## src/rtl/core/fswa_pkg.sv

```systemverilog
// Types and constants of the four-lane sync word aligner.
package fswa_pkg;

  localparam int LANES_DEF   = 4;
  localparam int RAW_BITS    = 32;
  localparam int WORD_BITS   = 12;
  localparam int ITEM_BITS   = 8;
  localparam int HIST_BITS   = 44;
  localparam int SYNC_BITS   = 36;
  localparam int EMIT_BITS   = 48;
  localparam int OUT_LANES   = 4;
  localparam int EMIT_BASE   = HIST_BITS - ITEM_BITS - WORD_BITS;

  localparam logic [WORD_BITS-1:0] WORD_ONES  = 12'hfff;
  localparam logic [WORD_BITS-1:0] WORD_ZERO  = 12'h000;
  localparam logic [SYNC_BITS-1:0] SYNC_PAT   = 36'h0_0000_0fff;
  localparam logic [EMIT_BITS-1:0] TRAIN_PAT  = 48'hfff0_0000_0001;

  typedef struct packed {
    logic [RAW_BITS-1:0] raw_word;
    logic                restart;
  } in_word_t;

  typedef struct packed {
    logic [WORD_BITS-1:0] lane0_word;
    logic [WORD_BITS-1:0] lane1_word;
    logic [WORD_BITS-1:0] lane2_word;
    logic [WORD_BITS-1:0] lane3_word;
    logic [OUT_LANES-1:0] word_valid_mask;
    logic [OUT_LANES-1:0] found_mask;
    logic                 all_locked;
    logic [OUT_LANES-1:0] train_good_mask;
  } out_word_t;

  typedef struct packed {
    logic [WORD_BITS-1:0] word;
    logic                 valid;
    logic                 found;
    logic                 good;
  } lane_stat_t;

endpackage

```

## src/rtl/core/fswa_lane.sv

```systemverilog
// One lane: bit history, word boundary tracking, sync search and training check.
module fswa_lane (
  input  logic                           clk,
  input  logic                           rst_n,
  input  logic                           advance,
  input  logic                           restart,
  input  logic                           frozen,
  input  logic [fswa_pkg::ITEM_BITS-1:0] lane_bits,
  output fswa_pkg::lane_stat_t           stat
);

  logic [fswa_pkg::HIST_BITS-1:0] hist_r, hist_cur, hist_nxt;
  logic [fswa_pkg::EMIT_BITS-1:0] emit_r, emit_cur, emit_nxt;
  logic [3:0]                     btb_r, btb_cur, btb_nxt;
  logic                           found_r, found_cur, found_nxt;
  logic                           good_r, good_cur, good_nxt;
  logic [fswa_pkg::WORD_BITS-1:0] word;
  logic                           word_valid;

  always_comb begin
    hist_cur  = restart ? '0 : hist_r;
    emit_cur  = restart ? '0 : emit_r;
    btb_cur   = restart ? '0 : btb_r;
    found_cur = restart ? 1'b0 : found_r;
    good_cur  = restart ? 1'b0 : good_r;

    // shift in the new bits on top, oldest drop off the bottom
    hist_nxt   = {lane_bits, hist_cur[fswa_pkg::HIST_BITS-1:fswa_pkg::ITEM_BITS]};
    emit_nxt   = emit_cur;
    btb_nxt    = btb_cur;
    found_nxt  = found_cur;
    good_nxt   = good_cur;
    word       = '0;
    word_valid = 1'b0;

    if (found_cur) begin
      if (btb_cur <= 4'(fswa_pkg::ITEM_BITS)) begin
        word = fswa_pkg::WORD_BITS'(hist_nxt >> (6'(btb_cur) + 6'(fswa_pkg::EMIT_BASE)));
        word_valid = 1'b1;
        if (emit_cur == fswa_pkg::TRAIN_PAT && word != fswa_pkg::WORD_ZERO &&
            word != fswa_pkg::WORD_ONES) begin
          good_nxt = 1'b1;
        end
        emit_nxt = {emit_cur[fswa_pkg::EMIT_BITS-fswa_pkg::WORD_BITS-1:0], word};
        btb_nxt  = btb_cur + 4'(fswa_pkg::WORD_BITS - fswa_pkg::ITEM_BITS);
      end else begin
        btb_nxt = btb_cur - 4'(fswa_pkg::ITEM_BITS);
      end
    end

    // search every phase unless frozen; the latest phase in time wins
    if (!frozen) begin
      for (int s = 1; s <= fswa_pkg::ITEM_BITS; s++) begin
        if (hist_nxt[s +: fswa_pkg::SYNC_BITS] == fswa_pkg::SYNC_PAT) begin
          btb_nxt   = 4'(fswa_pkg::WORD_BITS - fswa_pkg::ITEM_BITS + s);
          found_nxt = 1'b1;
        end
      end
    end
  end

  always_ff @(posedge clk) begin
    if (!rst_n) begin
      hist_r  <= '0;
      emit_r  <= '0;
      btb_r   <= '0;
      found_r <= 1'b0;
      good_r  <= 1'b0;
    end else if (advance) begin
      hist_r  <= hist_nxt;
      emit_r  <= emit_nxt;
      btb_r   <= btb_nxt;
      found_r <= found_nxt;
      good_r  <= good_nxt;
    end
  end

  assign stat.word  = word;
  assign stat.valid = word_valid;
  assign stat.found = found_nxt;
  assign stat.good  = good_nxt;

endmodule

```

## src/rtl/core/four_lane_sync_word_aligner.sv

```systemverilog
// Top level of the four-lane sync word aligner.
//
//   channel  direction  payload               handshake
//   in_      input      fswa_pkg::in_word_t   in_valid, in_stall
//   out_     output     fswa_pkg::out_word_t  out_valid, out_stall
//
// One word per cycle while the result is not stalled; an accepted word passes
// through the input register, then the lane logic into the result register.
// The lanes work in parallel, each a single pass of shift, extract and an
// eight-phase sync compare. Reset (rst_n low, synchronous) clears all lane state.
// A stalled result holds; an empty input register still takes one more word,
// then in_stall stays high until the result moves on.
module four_lane_sync_word_aligner #(
  parameter int LANES = fswa_pkg::LANES_DEF
) (
  input  logic                clk,
  input  logic                rst_n,
  input  logic                in_valid,
  output logic                in_stall,
  input  fswa_pkg::in_word_t  in_data,
  output logic                out_valid,
  input  logic                out_stall,
  output fswa_pkg::out_word_t out_data
);

  logic                 in_valid_r;
  fswa_pkg::in_word_t   in_data_r;
  logic                 out_valid_r;
  fswa_pkg::out_word_t  out_data_r, out_data_nxt;
  logic                 frozen_r, frozen_cur, frozen_nxt;
  logic                 advance;

  logic [fswa_pkg::ITEM_BITS-1:0] lbits [LANES];
  fswa_pkg::lane_stat_t           stat  [LANES];
  logic [LANES-1:0]               found_vec;

  logic [fswa_pkg::WORD_BITS-1:0] words [fswa_pkg::OUT_LANES];
  logic [fswa_pkg::OUT_LANES-1:0] wv_mask, fd_mask, gd_mask;

  assign advance  = in_valid_r && (!out_valid_r || !out_stall);
  assign in_stall = in_valid_r && out_valid_r && out_stall;

  always_ff @(posedge clk) begin
    if (!rst_n) begin
      in_valid_r <= 1'b0;
    end else if (in_valid && !in_stall) begin
      in_valid_r <= 1'b1;
    end else if (advance) begin
      in_valid_r <= 1'b0;
    end
  end

  always_ff @(posedge clk) begin
    if (in_valid && !in_stall) begin
      in_data_r <= in_data;
    end
  end

  // gather each lane's bits; positions past the capture word read as zero
  for (genvar l = 0; l < LANES; l++) begin : g_gather
    for (genvar i = 0; i < fswa_pkg::ITEM_BITS; i++) begin : g_bit
      if (l + LANES * i < fswa_pkg::RAW_BITS) begin : g_in
        assign lbits[l][i] = in_data_r.raw_word[l + LANES * i];
      end else begin : g_zero
        assign lbits[l][i] = 1'b0;
      end
    end
  end

  assign frozen_cur = in_data_r.restart ? 1'b0 : frozen_r;

  for (genvar l = 0; l < LANES; l++) begin : g_lane
    fswa_lane u_lane (
      .clk       (clk),
      .rst_n     (rst_n),
      .advance   (advance),
      .restart   (in_data_r.restart),
      .frozen    (frozen_cur),
      .lane_bits (lbits[l]),
      .stat      (stat[l])
    );
    assign found_vec[l] = stat[l].found;
  end

  assign frozen_nxt = &found_vec;

  always_ff @(posedge clk) begin
    if (!rst_n) begin
      frozen_r <= 1'b0;
    end else if (advance) begin
      frozen_r <= frozen_nxt;
    end
  end

  for (genvar l = 0; l < fswa_pkg::OUT_LANES; l++) begin : g_out
    if (l < LANES) begin : g_live
      assign words[l]   = stat[l].word;
      assign wv_mask[l] = stat[l].valid;
      assign fd_mask[l] = stat[l].found;
      assign gd_mask[l] = stat[l].good;
    end else begin : g_none
      assign words[l]   = '0;
      assign wv_mask[l] = 1'b0;
      assign fd_mask[l] = 1'b0;
      assign gd_mask[l] = 1'b0;
    end
  end

  always_comb begin
    out_data_nxt.lane0_word      = words[0];
    out_data_nxt.lane1_word      = words[1];
    out_data_nxt.lane2_word      = words[2];
    out_data_nxt.lane3_word      = words[3];
    out_data_nxt.word_valid_mask = wv_mask;
    out_data_nxt.found_mask      = fd_mask;
    out_data_nxt.all_locked      = frozen_nxt;
    out_data_nxt.train_good_mask = gd_mask;
  end

  always_ff @(posedge clk) begin
    if (!rst_n) begin
      out_valid_r <= 1'b0;
    end else if (advance) begin
      out_valid_r <= 1'b1;
    end else if (!out_stall) begin
      out_valid_r <= 1'b0;
    end
  end

  always_ff @(posedge clk) begin
    if (advance) begin
      out_data_r <= out_data_nxt;
    end
  end

  assign out_valid = out_valid_r;
  assign out_data  = out_data_r;

endmodule

```

## config.mk

```make
export PLATFORM = sky130hd
export DESIGN_NAME = four_lane_sync_word_aligner
export DESIGN_NICKNAME = d
export VERILOG_FILES = /design/src/rtl/core/fswa_pkg.sv /design/src/rtl/core/fswa_lane.sv /design/src/rtl/core/four_lane_sync_word_aligner.sv
export SDC_FILE = /design/constraint.sdc
export NUM_CORES = 1
export LEC_CHECK = 0
export ABC_AREA = 1
export ABC_CLOCK_PERIOD_IN_PS = 7700
export BUFFER_PORTS_ARGS = -buffer_cell sky130_fd_sc_hd__buf_2
export CELL_PAD_IN_SITES_DETAIL_PLACEMENT = 1
export CELL_PAD_IN_SITES_GLOBAL_PLACEMENT = 1
export CORE_ASPECT_RATIO = 1.4
export CORE_MARGIN = 2
export CORE_UTILIZATION = 40
export CTS_CLUSTER_SIZE = 25
export DETAILED_ROUTE_END_ITERATION = 10
export GPL_ROUTABILITY_DRIVEN = 0
export PLACE_DENSITY = 0.73
export SETUP_SLACK_MARGIN = 0.1
export SLEW_MARGIN = 20
export SYNTH_ARGS = -nofsm -noshare
export SYNTH_HDL_FRONTEND = slang
export SYNTH_SLANG_ARGS = --single-unit
```

## constraint.sdc

```tcl
create_clock -name clk -period 7.7 [get_ports clk]
set_clock_uncertainty 0.05 [all_clocks]
set_input_delay 1.155 -clock clk [delete_from_list [all_inputs] [get_ports clk]]
set_output_delay 1.155 -clock clk [all_outputs]
set_load 0.005 [all_outputs]
```

* Word-level counts from Yosys, hierarchy flattened
Cells that the tools add are included.
Cells by class: $add $sub $neg 12, multipliers 0, divide/modulo/power cells 0, magnitude comparators 4, eq/ne operators 41, shift operators 4, muxes and demuxes 129, bitwise gates (word level) 0, reduce and logical (&&, ||, !) cells 26
Operators with widths (number):
- $eq A36 B12 Y1 const B | 32
- $mux W48 | 12
- $eq A48 B48 Y1 const B | 4
- $mux W4 | 48
- $mux W44 | 4
- $shr A44 B6 Y12 | 4
- $mux W1 | 65
- $ne A12 B12 Y1 const B | 4
- $reduce_bool A12 Y1 | 4
- $add A4 B5 Y6 const B | 4
- $add A4 B3 Y4 const B | 4
- $le A4 B4 Y1 const B | 4
- $sub A4 B4 Y4 const B | 4
- $logic_and A1 B1 Y1 | 12
- $reduce_and A2 Y1 | 4
- $reduce_and A4 Y1 | 1
- $logic_not A1 Y1 | 3
- $ne A2 B1 Y1 const B | 1
- $reduce_bool A2 Y1 | 1
- $logic_or A1 B1 Y1 | 1
Word-level totals: register bits after elaboration 489, bits in latches 0, memory bits (writable) 0, bits in read-only memories 0, input bits 37, logic and storage cells 252, memories 0

* Longest topological paths before layout
depth after elaboration 13, depth in mapped cells 19, gate-level depth less buffers 17

* Hierarchy
A second synthesis with hierarchy kept.
Unflattened totals: cell total of the unflattened synthesis 3859, area total of the unflattened synthesis 25978.7 µm²
By module, submodules not included:
- fswa_lane at g_lane[1].u_lane ... | instances 3, cells each 942, area each 5756.8 µm², seq. area each 1781.7 µm²
- fswa_lane at g_lane[0].u_lane | instances 1, cells each 916, area each 5731.7 µm², seq. area each 1781.7 µm²
- four_lane_sync_word_aligner | instances 1, cells each 117, area each 2976.6 µm², seq. area each 2882.8 µm²

* Least setup slack after synthesis
OpenSTA, ideal clock, no wires.
kind in2reg, from input port out_stall, to register out_data_r, in the netlist out_data[0], enable pin, setup time 0.449 ns, arrival time 3.881 ns, slack 3.320 ns, cell stages on the path 6, buffers on the path 3, cells stage by stage nand2_1 inv_1 nor2_1 clkbuf_1 clkbuf_1 clkbuf_1
Between the ends: word-level cells in the longest chain between the ends 3
RTL lines:
- from (decl) | RTL line four_lane_sync_word_aligner.sv:22 | input logic out_stall,
- $logic_not A1 Y1
- $logic_or A1 B1 Y1 | RTL line four_lane_sync_word_aligner.sv:40 | assign advance = in_valid_r && (!out_valid_r || !out_stall);
- $logic_and A1 B1 Y1 | RTL line four_lane_sync_word_aligner.sv:40
- via advance | RTL line four_lane_sync_word_aligner.sv:31 | logic advance;
- to (signal assigned) | RTL line four_lane_sync_word_aligner.sv:132 | out_data_r <= out_data_nxt;
- to (decl) | RTL line four_lane_sync_word_aligner.sv:29 | fswa_pkg::out_word_t out_data_r, out_data_nxt;
The timed path passes the listed nets, and every way through them passes these cells. A chain may end at the register's enable or synchronous reset.

* Worst setup path after layout
from register in_data_r[0] (netlist name), to register g_lane[1].u_lane.emit_r[44] (netlist name)
Between the ends: word-level cells in the longest chain between the ends 4, elaborated cells on any way between the ends 6
RTL lines:
- from (decl) | RTL line four_lane_sync_word_aligner.sv:27 | fswa_pkg::in_word_t in_data_r;
- from (signal assigned) | RTL line four_lane_sync_word_aligner.sv:55 | in_data_r <= in_data;
- $mux W4 | RTL line fswa_lane.sv:23 | btb_cur = restart ? '0 : btb_r;
- $le A4 B4 Y1 | RTL line fswa_lane.sv:37 | if (btb_cur <= 4'(fswa_pkg::ITEM_BITS)) begin
- $mux W48 | RTL line fswa_lane.sv:37
- $mux W48 (*) | RTL line fswa_lane.sv:36 | if (found_cur) begin
- to (signal assigned) | RTL line fswa_lane.sv:71 | emit_r <= emit_nxt;
- to (decl) | RTL line fswa_lane.sv:13 | logic [fswa_pkg::EMIT_BITS-1:0] emit_r, emit_cur, emit_nxt;
Every way passes the cells marked *; elsewhere a longest branch is shown, timed or not.

==> impl.org <==
** Flow run
- Max-cap violations in this run came to 0.

** Outcome
- The run finished with clean final reports.

** Clocking
- Clock buffer count from CTS :: 49
- In this run, post-CTS hold repair placed 0 buffers.
- # Post-CTS Setup Buffers :: 0
- After clock tree synthesis, the clock-pin slew on the worst setup and hold paths is around 0.06 ns.
- Largest buffer count on any clock path :: 3
- Total number of clock tree sinks :: between 400 and 500
- TritonCTS built the clock tree.
- After clock tree synthesis, the repair step resized 0 gates.
- Insertion delay of the later-clocked pin in the worst-skew pair :: ~0.6 ns
- In this run the number of H-tree levels came out at 2.
- CTS root buf :: sky130_fd_sc_hd__clkbuf_16

** Die
- Chip width :: 215 um
- Std-Cell Core Area :: 61900 um2
- Once the floorplan was initialized, standard cells occupied around two fifths of the core.
- Die Span Y :: 300 um
- The die covers around 65000 um2.
- Num ports :: 100
- The initialized floorplan defines 108 standard-cell rows.

** Yosys
- The Yosys step of the flow raised 0 warnings.
- Largest area contributor in the synthesized netlist :: sky130_fd_sc_hd__dfxtp_1
- Gate count after technology mapping :: around 3700
- Number of flops mapped to enable cells by yosys :: 94
- In this run, distinct cell masters in the synthesized netlist total between 40 and 50.
- Area share of the leading cell type in the synthesized netlist :: approximately 29%
- Average instance area after synthesis :: 6.74 um2
- After synthesis the cells add up to approximately 25000 um2.
- Most frequent cells after synthesis :: 816 x sky130_fd_sc_hd__nand2_1, 538 x sky130_fd_sc_hd__nand3_1, 443 x sky130_fd_sc_hd__nor2_1
- After synthesis, the cell types taking the most area are sky130_fd_sc_hd__dfxtp_1 29%, sky130_fd_sc_hd__nand2_1 12%, sky130_fd_sc_hd__edfxtp_1 11%.
- After synthesis, the share of flip-flops with an asynchronous set or reset is 0%.
- Count of state elements after synthesis :: approximately 450
- Nets in the synthesized netlist :: ~3800
- In the post-synthesis netlist, the cell with the most instances is sky130_fd_sc_hd__nand2_1.
- Primary FF master, synth :: sky130_fd_sc_hd__dfxtp_1
- Summing the sequential cell areas from Yosys gives between 40% and 50% of the chip area.

** Worst hold path
- Cell depth of the worst hold path :: 2
- Path category of the worst min-delay check :: flop to flop

** Global route
- Leftover overflow at the end of global routing :: 0
- Global routing used about a quarter of the available tracks.
- Global-route wire length before repair :: 141000 um
- Number of antenna violations at the first check in global routing :: 0
- Pin count of the biggest net entering global routing :: approximately 190
- The via count of the first global-routing pass came to 26200.

** Route
- Iteration count of the initial detailed-routing pass :: 7
- Wires add up to 87700 um.
- Dividing the detail-routed via count by the number of cells gives between 5 and 6.
- Average detailed-routed wire length per instance :: a little under 20 um
- After detailed routing, the number of remaining DRC violations is 0.
- Vias after detailed routing :: approximately 26000
- DRT iter0 DRCs :: 1594
- Count of antenna-violating nets left after detailed routing :: 0

** Setup path
- The largest single stage delay on the critical path is 0.88 ns.
- Measured in cells, the most critical reg-to-reg path has a length of 9.
- Walking the worst path, the cells encountered are inv_8 > nand2_1 > inv_1 > nand2_1 > nand2_1 > clkinv_1 > o211ai_1 > o211ai_1 > inv_1.
- Data required time of the worst path :: between 8 and 9 ns
- STA puts the critical path data arrival time at approximately 5 ns.
- Of all nets on the critical path, the largest fanout is 139.
- Crit. End Element :: flop
- Setup crit start kind :: flop
- By instance count, the cell type seen most on the critical path is sky130_fd_sc_hd__nand2_1.
- The slowest stage of the critical path is the sky130_fd_sc_hd__clkinv_1 cell.
- The worst setup path is of the flop to flop kind.
- Reg-to-reg setup timing slack :: between 3 and 4 ns

** STA
- Hold Vio Cnt, Final :: 0
- Max-slew violation count :: 0
- Highest clock frequency the design can meet :: around 0.22 GHz
- Post-layout min period :: about 4.6 ns
- Setup repair after global routing left no endpoint under its margin.
- Final setup violation count :: 0
- Setup total negative slack on the finished layout was measured at 0 ns.
- Fin crit share :: approximately 60%
- Slew @ Worst Pin :: between 1 and 1.5 ns
- Measured against its own limit, the worst slew margin works out to 30.9%.

** Layout
- Fraction of final layout cells with drive strength greater than 1 :: between 6 and 7%
- Leaving out filler cells and counting taps, the final layout contains 4515.
- Final-stage net count :: ~3700
- Area growth from synthesis to layout :: 8.82%
- The number of antenna diodes in the final layout is 0.

** Placed design
- Placed instance count :: roughly 4400
- Input and output buffers added on the ports amount to a little under 100.
- Post-DP HPWL :: between 60000 and 70000 um

** Power and ir drop
- Leakage power of the design :: approximately 11 nW
- Worst supply voltage drop on vdd :: about 0.00016 V
- Power spread over the standard cell area amounts to around 210 nW/um2.
==> layout by cell type, fill, tap and decap left out, drive strengths merged, types with 53 or more instances in the layout <==
master  Yosys  final
buf       104    123
nand2     833    833
o21ai     299    299
dfxtp     359    359
a21oi     237    237
nand3     540    540
clkbuf    130     74
edfxtp     94     94
inv       339    341
a31oi      53     53
nor2      452    452
==> cell families after synthesis <==
group / count (synthesis) / synth area share [%]
AO/OA/AOI/OAI: 768 / 17.7
buffers and inverters: 576 / 9.65
adder cells (fa/ha/maj): 4 / 0.200
flip-flops: 453 / 40.0
AND/OR/NAND/NOR: 1909 / 32.4
==> final timing paths <==
path / end / startpoint
max: g_lane[1].u_lane.emit_r[44]$_SDFFE_PN0P_ / in_data_r[0]$_DFFE_PP_
min: g_lane[0].u_lane.emit_r[37]$_SDFFE_PN0P_ / g_lane[0].u_lane.emit_r[37]$_SDFFE_PN0P_
max reg2reg: g_lane[1].u_lane.emit_r[44]$_SDFFE_PN0P_ / in_data_r[0]$_DFFE_PP_
min reg2reg: g_lane[0].u_lane.emit_r[37]$_SDFFE_PN0P_ / g_lane[0].u_lane.emit_r[37]$_SDFFE_PN0P_
==> area by class of cell <==
type	instances	area, um2
fill	8144	34700
multi-input combinational	2681	12600
sequential	453	10000
clock buffer	74	1420
inverter	342	1300
tap	825	1030
timing repair buffer	123	703
clock inverter	17	150
==> worst max-delay path, delay by kind of cell, from the launching register on <==
kind,cells,cell delay (ns)
flops,1,0.48
simple gates,3,1.34
compound gates,2,0.57
buf+inv,4,2.03
==> routing by layer <==
metal | routed length (um) | global-route usage, % | up-vias
li1 | - | - | 12400
met1 | 36100 | 30.8 | 12500
met2 | 45500 | 49.8 | 475
met3 | 2460 | 2.42 | 174
met4 | 3580 | 11.0 | 0
met5 | 0 | 0 | -
==> flip-flops by register name, summed over array words and instances, names as in the netlist, 4 cells and up <==
signal / count
g_lane.u_lane.good_r: 4
g_lane.u_lane.found_r: 4
in_data_r: 33
g_lane.u_lane.hist_r: 140
g_lane.u_lane.btb_r: 16
g_lane.u_lane.emit_r: 192
out_data: 61
==> stage by stage <==
step / instance area, um2 / total power [W] / hold slack, ns / setup WS [ns] / utilization [%]
after global routing: 27200 / 0.00601 / 0.441 / 2.61 / 44.0
after floorplan: 25000 / 0.00321 / 0.387 / 3.32 / -
after global placement: 25600 / 0.00341 / 0.401 / 3.30 / 41.4
final: 27200 / 0.00577 / 0.412 / 3.10 / 44.0
after CTS: 27200 / 0.00582 / 0.416 / 3.10 / 43.9
after detailed placement: 25600 / 0.00345 / 0.407 / 3.12 / 41.4
==> power by group <==
part	switching, W	internal [W]	leakage (nW)
logic	0.000524	0.000210	6.85
clock network	0.00102	0.00134	0.775
registers	0.000118	0.00255	3.86
No activity file was read; power rests on OpenSTA's default activity.
